**src/design/mdfr_pkg.sv**
```systemverilog
// shared types and constants for the mesh duplicate filter relay
// holds the store entry layout, the result layout, action and kind codes and fsm states
// no dependencies
package mdfr_pkg;

  localparam int unsigned MAC_W     = 48;
  localparam int unsigned ID_W      = 16;
  localparam int unsigned KIND_W    = 8;
  localparam int unsigned ACT_W     = 3;
  localparam int unsigned OCC_W     = 5;
  localparam int unsigned ENTRIES_D = 16;

  localparam logic [KIND_W-1:0] KIND_BCAST    = 8'd1;
  localparam logic [KIND_W-1:0] KIND_TARGETED = 8'd2;

  typedef enum logic [ACT_W-1:0] {
    ACT_OWN      = 3'd0,
    ACT_DUP      = 3'd1,
    ACT_DELIVER  = 3'd2,
    ACT_BCAST    = 3'd3,
    ACT_TARGETED = 3'd4,
    ACT_PASS     = 3'd5
  } action_t;

  typedef struct packed {
    logic [MAC_W-1:0] origin;
    logic [MAC_W-1:0] sender;
    logic [ID_W-1:0]  id;
  } entry_t;

  typedef struct packed {
    action_t          action;
    logic [OCC_W-1:0] occupancy;
  } res_t;

  typedef enum logic [3:0] {
    ST_CLEAR,
    ST_IDLE,
    ST_CHECK,
    ST_SRCH_RD,
    ST_SRCH_CMP,
    ST_SHIFT_RD,
    ST_SHIFT_WR,
    ST_INSERT,
    ST_SCAN_RD,
    ST_SCAN_CMP,
    ST_DONE
  } state_t;

endpackage

```
**src/design/mdfr_store.sv**
```systemverilog
// seen-message store: one write port, one read port with registered read data
// depends on mdfr_pkg for the entry layout
module mdfr_store #(
  parameter int unsigned ENTRIES = mdfr_pkg::ENTRIES_D,
  parameter int unsigned AW      = 4
) (
  input  logic              clk,
  input  logic              we,
  input  logic [AW-1:0]     waddr,
  input  mdfr_pkg::entry_t  wdata,
  input  logic [AW-1:0]     raddr,
  output mdfr_pkg::entry_t  rdata
);
  import mdfr_pkg::*;

  entry_t mem [ENTRIES];

  always_ff @(posedge clk) begin
    if (we) begin
      mem[waddr] <= wdata;
    end
    rdata <= mem[raddr];
  end

endmodule

```
**src/design/mdfr_ctrl.sv**
```systemverilog
// sequencer for the duplicate filter: own check, store search, shift insert, run rescan
// depends on mdfr_pkg; drives the mdfr_store ports
module mdfr_ctrl #(
  parameter int unsigned ENTRIES = mdfr_pkg::ENTRIES_D,
  parameter int unsigned AW      = 4,
  parameter int unsigned CW      = 5
) (
  input  logic                         clk,
  input  logic                         rst,
  input  logic                         cfg_we,
  input  logic [mdfr_pkg::MAC_W-1:0]   cfg_wdata,
  input  logic                         in_valid,
  output logic                         in_ready,
  input  logic [mdfr_pkg::KIND_W-1:0]  in_kind,
  input  logic [mdfr_pkg::MAC_W-1:0]   in_target,
  input  mdfr_pkg::entry_t             in_entry,
  output logic                         res_valid,
  input  logic                         res_ready,
  output mdfr_pkg::res_t               res,
  output logic                         mem_we,
  output logic [AW-1:0]                mem_waddr,
  output mdfr_pkg::entry_t             mem_wdata,
  output logic [AW-1:0]                mem_raddr,
  input  mdfr_pkg::entry_t             mem_rdata
);
  import mdfr_pkg::*;

  localparam logic [CW-1:0] ENT_C  = CW'(ENTRIES);
  localparam logic [CW-1:0] LAST_C = CW'(ENTRIES - 1);
  localparam logic [CW-1:0] ONE_C  = CW'(1);

  state_t             state, state_next;
  logic [CW-1:0]      ptr, ptr_next;
  logic [CW-1:0]      lead, lead_next;
  action_t            act, act_next;
  logic [MAC_W-1:0]   self_mac;
  logic [KIND_W-1:0]  item_kind;
  logic [MAC_W-1:0]   item_target;
  entry_t             item;
  logic [CW-1:0]      shift_top;
  logic               hit;

  assign shift_top = (lead == ENT_C) ? LAST_C : lead;
  assign hit       = (mem_rdata.id == item.id) && (mem_rdata.origin == item.origin);

  always_ff @(posedge clk) begin
    if (rst) begin
      state    <= ST_CLEAR;
      ptr      <= '0;
      lead     <= '0;
      act      <= ACT_OWN;
      self_mac <= '0;
    end else begin
      state <= state_next;
      ptr   <= ptr_next;
      lead  <= lead_next;
      act   <= act_next;
      if (cfg_we) begin
        self_mac <= cfg_wdata;
      end
    end
  end

  always_ff @(posedge clk) begin
    if (in_valid && in_ready) begin
      item_kind   <= in_kind;
      item_target <= in_target;
      item        <= in_entry;
    end
  end

  always_comb begin
    state_next = state;
    ptr_next   = ptr;
    lead_next  = lead;
    act_next   = act;
    in_ready   = 1'b0;
    res_valid  = 1'b0;
    mem_we     = 1'b0;
    mem_waddr  = ptr[AW-1:0];
    mem_wdata  = mem_rdata;
    mem_raddr  = ptr[AW-1:0];
    case (state)
      ST_CLEAR: begin
        mem_we    = 1'b1;
        mem_wdata = '0;
        if (ptr == LAST_C) begin
          ptr_next   = '0;
          state_next = ST_IDLE;
        end else begin
          ptr_next = ptr + ONE_C;
        end
      end
      ST_IDLE: begin
        in_ready = 1'b1;
        if (in_valid) begin
          state_next = ST_CHECK;
        end
      end
      ST_CHECK: begin
        if (item.origin == self_mac) begin
          act_next   = ACT_OWN;
          state_next = ST_DONE;
        end else if (lead == '0) begin
          ptr_next   = '0;
          state_next = ST_INSERT;
        end else begin
          ptr_next   = '0;
          state_next = ST_SRCH_RD;
        end
      end
      ST_SRCH_RD: begin
        state_next = ST_SRCH_CMP;
      end
      ST_SRCH_CMP: begin
        if (hit) begin
          act_next   = ACT_DUP;
          state_next = ST_DONE;
        end else if (ptr + ONE_C == lead) begin
          ptr_next   = shift_top;
          state_next = (shift_top == '0) ? ST_INSERT : ST_SHIFT_RD;
        end else begin
          ptr_next   = ptr + ONE_C;
          state_next = ST_SRCH_RD;
        end
      end
      ST_SHIFT_RD: begin
        // fetch the entry in front, it moves back into slot ptr
        mem_raddr  = AW'(ptr - ONE_C);
        state_next = ST_SHIFT_WR;
      end
      ST_SHIFT_WR: begin
        mem_we = 1'b1;
        if (ptr == ONE_C) begin
          state_next = ST_INSERT;
        end else begin
          state_next = ST_SHIFT_RD;
        end
        ptr_next = ptr - ONE_C;
      end
      ST_INSERT: begin
        mem_we    = 1'b1;
        mem_waddr = '0;
        mem_wdata = item;
        if (item_target == self_mac) begin
          act_next = ACT_DELIVER;
        end else if (item_kind == KIND_BCAST) begin
          act_next = ACT_BCAST;
        end else if (item_kind == KIND_TARGETED) begin
          act_next = ACT_TARGETED;
        end else begin
          act_next = ACT_PASS;
        end
        // new run length: zero id empties it, a filled store is full, else rescan
        if (item.id == '0) begin
          lead_next  = '0;
          state_next = ST_DONE;
        end else if (lead == ENT_C || lead + ONE_C == ENT_C) begin
          lead_next  = ENT_C;
          state_next = ST_DONE;
        end else begin
          ptr_next   = lead + ONE_C;
          state_next = ST_SCAN_RD;
        end
      end
      ST_SCAN_RD: begin
        state_next = ST_SCAN_CMP;
      end
      ST_SCAN_CMP: begin
        if (mem_rdata.id == '0) begin
          lead_next  = ptr;
          state_next = ST_DONE;
        end else if (ptr + ONE_C == ENT_C) begin
          lead_next  = ENT_C;
          state_next = ST_DONE;
        end else begin
          ptr_next   = ptr + ONE_C;
          state_next = ST_SCAN_RD;
        end
      end
      ST_DONE: begin
        res_valid = 1'b1;
        if (res_ready) begin
          state_next = ST_IDLE;
        end
      end
      default: begin
        state_next = ST_IDLE;
      end
    endcase
  end

  assign res.action    = act;
  assign res.occupancy = OCC_W'(lead);

`ifndef SYNTHESIS
  a_lead_range: assert property (@(posedge clk) disable iff (rst)
    lead <= ENT_C)
    else $error("run length beyond store depth");
  a_accept_check: assert property (@(posedge clk) disable iff (rst)
    (in_valid && in_ready) |=> state == ST_CHECK)
    else $error("accepted item not checked next");
  a_zero_id_empties: assert property (@(posedge clk) disable iff (rst)
    (state == ST_INSERT && item.id == '0) |=> lead == '0)
    else $error("zero id insert left a nonempty run");
  a_shift_addr: assert property (@(posedge clk) disable iff (rst)
    state == ST_SHIFT_WR |-> (mem_we && mem_waddr != '0))
    else $error("shift write hit the front slot");
  a_drop_keeps_lead: assert property (@(posedge clk) disable iff (rst)
    (state == ST_SRCH_CMP && hit) |=> $stable(lead))
    else $error("duplicate drop changed the run length");
`endif

endmodule

```
**src/design/mesh_duplicate_filter_relay_unit.sv**
```systemverilog
// one item at a time: accept, own check, a read and a compare per searched entry, a read
//   and a write per shifted entry, insert, a read and a compare per rescanned entry behind
//   the run, then the result; an own frame ends at the check, a duplicate at its compare
// reset: sync active-high rst clears control and self_mac, then a clearing pass writes
//   empty slots into every store entry while no input transfer is taken
// depends on mdfr_pkg, mdfr_store, mdfr_ctrl
module mesh_duplicate_filter_relay_unit #(
  parameter int unsigned ENTRIES = mdfr_pkg::ENTRIES_D
) (
  input  logic                        clk,
  input  logic                        rst,
  input  logic                        cfg_we,
  input  logic [mdfr_pkg::MAC_W-1:0]  cfg_wdata,   // self_mac
  input  logic                        s_tvalid,
  output logic                        s_tready,
  input  logic [159:0]                s_tdata,     // origin_mac, target_mac, msg_id, sender_mac
  input  logic [7:0]                  s_tuser,     // msg_kind
  output logic                        m_tvalid,
  input  logic                        m_tready,
  output logic [7:0]                  m_tdata,     // occupancy, zero pad
  output logic [2:0]                  m_tuser      // action
);
  import mdfr_pkg::*;

  // address width for the store, count width able to hold ENTRIES itself
  localparam int unsigned AW = (ENTRIES > 1) ? $clog2(ENTRIES) : 1;
  localparam int unsigned CW = $clog2(ENTRIES + 1);

  entry_t          in_entry;
  logic [MAC_W-1:0] in_target;
  logic            mem_we;
  logic [AW-1:0]   mem_waddr;
  logic [AW-1:0]   mem_raddr;
  entry_t          mem_wdata;
  entry_t          mem_rdata;
  logic            res_valid;
  logic            res_ready;
  res_t            res;

  // unpack the header, first field in the lowest bits
  assign in_entry.origin = s_tdata[47:0];
  assign in_target       = s_tdata[95:48];
  assign in_entry.id     = s_tdata[111:96];
  assign in_entry.sender = s_tdata[159:112];

  mdfr_store #(
    .ENTRIES (ENTRIES),
    .AW      (AW)
  ) u_store (
    .clk   (clk),
    .we    (mem_we),
    .waddr (mem_waddr),
    .wdata (mem_wdata),
    .raddr (mem_raddr),
    .rdata (mem_rdata)
  );

  mdfr_ctrl #(
    .ENTRIES (ENTRIES),
    .AW      (AW),
    .CW      (CW)
  ) u_ctrl (
    .clk       (clk),
    .rst       (rst),
    .cfg_we    (cfg_we),
    .cfg_wdata (cfg_wdata),
    .in_valid  (s_tvalid),
    .in_ready  (s_tready),
    .in_kind   (s_tuser),
    .in_target (in_target),
    .in_entry  (in_entry),
    .res_valid (res_valid),
    .res_ready (res_ready),
    .res       (res),
    .mem_we    (mem_we),
    .mem_waddr (mem_waddr),
    .mem_wdata (mem_wdata),
    .mem_raddr (mem_raddr),
    .mem_rdata (mem_rdata)
  );

  // output register: the result waits here while the sequencer takes the next transfer
  assign res_ready = !m_tvalid || m_tready;

  always_ff @(posedge clk) begin
    if (rst) begin
      m_tvalid <= 1'b0;
    end else if (res_ready) begin
      m_tvalid <= res_valid;
    end
  end

  always_ff @(posedge clk) begin
    if (res_ready && res_valid) begin
      m_tuser <= res.action;
      m_tdata <= {3'b000, res.occupancy};
    end
  end

`ifndef SYNTHESIS
  a_out_hold: assert property (@(posedge clk) disable iff (rst)
    (m_tvalid && !m_tready) |=> (m_tvalid && $stable(m_tdata) && $stable(m_tuser)))
    else $error("stalled result changed");
  a_action_code: assert property (@(posedge clk) disable iff (rst)
    m_tvalid |-> m_tuser <= ACT_PASS)
    else $error("action code out of range");
  a_no_overrun: assert property (@(posedge clk) disable iff (rst)
    (res_valid && !res_ready) |=> res_valid)
    else $error("result dropped while output busy");
`endif

endmodule

```
**config.mk**
```make
export PLATFORM = sky130hd
export DESIGN_NAME = mesh_duplicate_filter_relay_unit
export DESIGN_NICKNAME = d
export VERILOG_FILES = /design/src/design/mdfr_pkg.sv /design/src/design/mdfr_store.sv /design/src/design/mdfr_ctrl.sv /design/src/design/mesh_duplicate_filter_relay_unit.sv
export SDC_FILE = /design/constraint.sdc
export NUM_CORES = 2
export LEC_CHECK = 0
export ABC_AREA = 1
export BUFFER_PORTS_ARGS = -buffer_cell sky130_fd_sc_hd__buf_4
export CAP_MARGIN = 20
export CELL_PAD_IN_SITES_DETAIL_PLACEMENT = 1
export CELL_PAD_IN_SITES_GLOBAL_PLACEMENT = 2
export CORE_MARGIN = 1.5
export CORE_UTILIZATION = 43
export DETAILED_ROUTE_END_ITERATION = 16
export GPL_TIMING_DRIVEN = 1
export PLACE_DENSITY = 0.84
export SLEW_MARGIN = 40
export SYNTH_ARGS = -nofsm -noshare
export SYNTH_HDL_FRONTEND = slang
export SYNTH_SLANG_ARGS = --single-unit
```
**constraint.sdc**
```tcl
create_clock -name clk -period 7.06 [get_ports clk]
set_input_delay 0.706 -clock clk [delete_from_list [all_inputs] [get_ports clk]]
set_output_delay 0.706 -clock clk [all_outputs]
set_load 0.1 [all_outputs]
```
Word-level counts from Yosys, hierarchy flattened. Memories as Yosys holds them, arrays and structs flattened. A register that Yosys moved wholly into a read port is not among the register bits. Index checks and enable logic that the tools add are counted. Widths: inputs -> output; s select.

Add/subtract/negate cells: 3. Equal/unequal tests: 35. Muxes and demuxes: 43. Reduce and logical (&&, ||, !) cells: 19.

Operators by type and width (count): $pmux 112 s2 (1); $eq 48x48->1 (3); $mux 5 (13); $pmux 4 s11 (1); $mux 4 (10); $logic_not 16->1 (2); $pmux 5 s6 (1); $eq 16x16->1 (1); $eq 4x3->1 const B (4); $ne 2x2->1 const B (8); $eq 5x5->1 const B (3); $mux 3 (5); $eq 4x4->1 const B (3); $add 5x1->5 const B (2); $logic_not 5->1 (2); $pmux 5 s2 (1); $pmux 3 s3 (1); $reduce_and 3->1 (3); $eq 4x2->1 const B (2); $eq 8x1->1 const B (1); $eq 8x2->1 const B (1); $mux 2 (4); $reduce_and 7->1 (1); $mux 1 (6); other kinds (15) (21).

Register bits after elaboration: 242. Bits in writable memories: 1792. Input port bits: 221. Output and inout bits: 13. Logic and storage cells: 114. Memories kept: 1.

Memories: u_store.mem (depth 16, bits a word 112, read ports 1, clocked after memory_dff 1, write ports 1, RTL line mdfr_store.sv:16) `entry_t mem [ENTRIES];`.

Longest topological paths before layout.
Depth in word-level cells: 7. Depth in mapped cells: 16. Depth with buffers taken out: 16.

Hierarchy. Synthesis repeated with hierarchy kept, for this count alone.

Cell total of the unflattened synthesis: 8749. Area, all modules: 91200.0 um2.

By module, submodules not included: mdfr_store (times used 1, cells an instance 7347, area each 78783.1 um2, seq. area each 56053.8 um2); mdfr_ctrl (times used 1, cells an instance 1384, area each 12102.9 um2, seq. area each 6346.1 um2); mesh_duplicate_filter_relay_unit (times used 1, cells an instance 18, area each 314.1 um2, seq. area each 260.2 um2).

Least setup slack after synthesis. Ideal clock, no wire load.

Path kind: register to register. Start point: reg u_ctrl.state[1]. End point: reg u_ctrl.item[0] in the netlist's numbering, enable pin. Setup time: 601 ps. Arrival: 7100 ps. Data required time: 6459 ps. Slack: -641 ps. Stages on the path, launching flop included: 7. Buffers on the path: 1. Period minus slack after synthesis: 7701 ps. Cells stage by stage: dfxtp_1 > buf_2 > inv_2 > nand2_2 > nor2_1 > inv_1 > nor2_1.

Word-level cells in the longest chain between the ends: 3.

Ends and longest elaborated chain: start: declaration (RTL line mdfr_ctrl.sv:32) `state_t state, state_next;`; start signal: assignment (RTL line mdfr_ctrl.sv:54) `state <= state_next;`; $eq 4x1->1 (RTL line mdfr_ctrl.sv:83) `case (state)`; $mux 1 (RTL line mdfr_ctrl.sv:83); net s_tready (RTL line mesh_duplicate_filter_relay_unit.sv:15) `output logic s_tready,`; $logic_and 1x1->1 (RTL line mdfr_ctrl.sv:65) `if (in_valid && in_ready) begin`; end signal: assignment (RTL line mdfr_ctrl.sv:68) `item <= in_entry;`; end: declaration (RTL line mdfr_ctrl.sv:39) `entry_t item;`.

The timed path passes the listed nets, and every way through them passes these cells. A chain may end at the register's enable or synchronous reset.

Final worst setup path.
Start point: reg u_ctrl.ptr[0]. End point: reg u_store.rdata[71] (netlist name).

Word-level cells in the longest chain between the ends: 2.

Ends and longest elaborated chain: start: declaration (RTL line mdfr_ctrl.sv:33) `logic [CW-1:0] ptr, ptr_next;`; start signal: assignment (RTL line mdfr_ctrl.sv:55) `ptr <= ptr_next;`; $sub 5x1->5 (RTL line mdfr_ctrl.sv:129) `mem_raddr = AW'(ptr - ONE_C);`; $mux 4 * (RTL line mdfr_ctrl.sv:83).

Mark *: on every way between the ends. The rest lies on a longest branch, timed or not.

==> metrics.txt <==
most frequent cell after synthesis edfxtp_1; CP Capture Type flip-flop; Power Total 17.1 mW; worst min-delay path class input pin to flip-flop; die width 349 um; EDFF count, synth 1152; area grow syn2layout 15.4%; clk_skew 0.0369 ns; critical path class flip-flop to flip-flop; Tcrit/Tclk final 0.586; Max Fclk 242 MHz; clk sinks 1282; outcome completed; number of I/O pins 234; Synth area leaders edfxtp_1, dfxtp_1, nor2_1; port bufs 182; CTS Buffer Depth 3; RSZ-0062 raised after global routing no; final setup violation count 0; row cnt 126; Starting DRT DRC Count 3543; chip height 349 um; YS warnings 0; CP arrival 4.78 ns; actual slew at the worst max-slew pin 0.870 ns; Avg Inst Size Synth 12.5 um2; Vias 35100; initial core utilization 0.434; Yosys cell types 42; initial antenna violation count 6; Max-cap violations 0; post-layout util 0.501; Die Footprint 122000 um2; H-tree Lvls 4; first-pass GRT wire length 232000 um; clock latency on the worst-skew pair 0.77 ns; Syn Inst Count 4122; CTS clk-pin slew, worst paths 0.06 ns; register bit total from synthesis 1282; total wire length 158000 um; crit path max fanout 44; detailed-route vias per instance 5.92; vias in the first global route 36300; count of final hold-check violations 0; WL/cell 26.8 um; Layout Nets 4501; 1st-pass router iterations 5; minimum clock period 4.14 ns; Leakage 20.7 nW; Post-CTS Setup Bufs 0; commonest cells in the netlist edfxtp_1, nor2_1, o21ai_0; dpl hpwl 87600 um; Power Dens Cells 289 nW/um2; # resized after CTS 0; DRC 0; gr usage total 0.258; post-synth top area share 0.673; share of layout cells above drive strength 1 0.128; gpl congestion 0.854; Final TNS setup 0 ns; ys flop type edfxtp_1; post-route ant nets 0; async set-reset flop share out of synthesis 0; fin. max-slew vios 0; sequential share of the synthesized area 0.724; pin count of the biggest net entering global routing 206; post-synth top area cell edfxtp_1; crit path launch type flip-flop; CTS tree done; Peak supply drop 0.248 mV; Mapped Area 51400 um2; Core ar. 118000 um2; CTS buffer count 138; # hold bufs at CTS 0; Slew Limit Headroom 0.418; Root Driver clkbuf_16; WP data required 7.70 ns; GRT Residual Overflow 0
[power by group]
| group | internal [mW] | total (mW) | switching [mW] |
|---|---|---|---|
| Sequential | 8.43 | 8.54 | 0.116 |
| Clock | 4.16 | 7.23 | 3.07 |
| Combinational | 0.425 | 1.37 | 0.941 |
| Total | 13.0 | 17.1 | 4.13 |
[sequential cells by signal (all words and copies together) (netlist names), 4 cells and up]
name and flops:
u_ctrl.item_kind 8, u_ctrl.ptr 5, u_ctrl.item 64, u_store.mem 1024, u_store.rdata 64, u_ctrl.item_target 48, u_ctrl.self_mac 48, u_ctrl.lead 5
m_tdata 5, u_ctrl.state 4
[logic make-up after synthesis]
| group | after synthesis | synth area share |
|---|---|---|
| other cells | 1 | 0.0000730 |
| fa+ha+maj | 9 | 0.00219 |
| simple gates | 1278 | 0.0998 |
| flops | 1282 | 0.724 |
| buf+inv | 442 | 0.0385 |
| xor+xnor | 86 | 0.0147 |
| compound gates | 1024 | 0.121 |
[metrics by stage]
stage	instance area [um2]	setup WS, ns	instances	hold slack [ns]
after floorplan	51400	1.22	4124	0.403
after global placement	54200	3.09	5659	0.417
after detailed placement	54800	3.00	5667	0.418
after CTS	59300	2.95	5921	0.0591
after global routing	59300	2.67	5921	0.0875
final	59300	2.92	5922	0.106
[layout make-up]
class	count	area, um2
Clock inverter	70	749
Multi-Input combinational cell	2400	12700
Timing Repair Buffer	257	2220
Antenna cell	1	2.50
Sequential cell	1282	37200
Tap cell	1536	1920
Fill cell	11900	58900
Clock buffer	184	3770
Inverter	192	753
[path summary, 6_finish.rpt]
kind,slack [ns],cells after the start,from,to
worst max-delay path,2.92,11,u_ctrl.ptr[0],u_store.rdata[71]
worst min-delay path,0.11,1,s_tdata[98],u_ctrl.item[2]
worst max register to register,2.92,11,u_ctrl.ptr[0],u_store.rdata[71]
worst min register to register,0.43,0,u_ctrl.act[2],m_tuser[2]
[worst max-delay path, cell delays in order (launching register included)]
cell and delay, ns:
dfxtp_1 0.73, inv_1 0.31, ha_1 0.32, xor2_1 0.22
nand2_1 0.13, o21ai_4 0.12, buf_4 0.42, buf_4 0.44
buf_4 0.67, o221ai_1 0.31, nand3_1 0.18, nand2_1 0.08
[cell usage in the layout, fill, tap and decap left out, types with 7 or more instances in the layout]
master	synthesis	routed
bufinv_16	0	10
o22ai_2	0	49
nor3_1	16	14
ha_1	9	9
dfxtp_1	130	130
clkinv_2	0	21
buf_12	0	10
o221ai_1	180	180
xor2_1	27	27
nand3_1	115	115
xnor2_1	59	59
nor2_4	4	19
nor2_1	669	654
or2_2	7	7
nand2_1	426	425
a21oi_1	43	43
clkbuf_16	0	140
o211ai_1	77	77
clkinv_1	1	18
o21bai_1	15	15
o21ai_1	103	103
nand4_1	29	29
clkbuf_1	75	34
o22ai_1	112	63
edfxtp_1	1152	1152
clkbuf_8	0	10
buf_6	8	7
buf_4	19	232
inv_6	1	8
inv_1	184	182
o21ai_0	486	484
[per-layer routing]
layer / wire length [um] / share of wire / GRT usage / vias up
li1: - / - / - / 15400
met5: 14 / 0.000088 / 0 / -
met4: 4920 / 0.031 / 0.0947 / 2
met1: 66200 / 0.42 / 0.348 / 18000
met2: 74800 / 0.47 / 0.417 / 1401
met3: 12500 / 0.079 / 0.0488 / 281
Note: power is estimated with default switching activity, not from simulation.
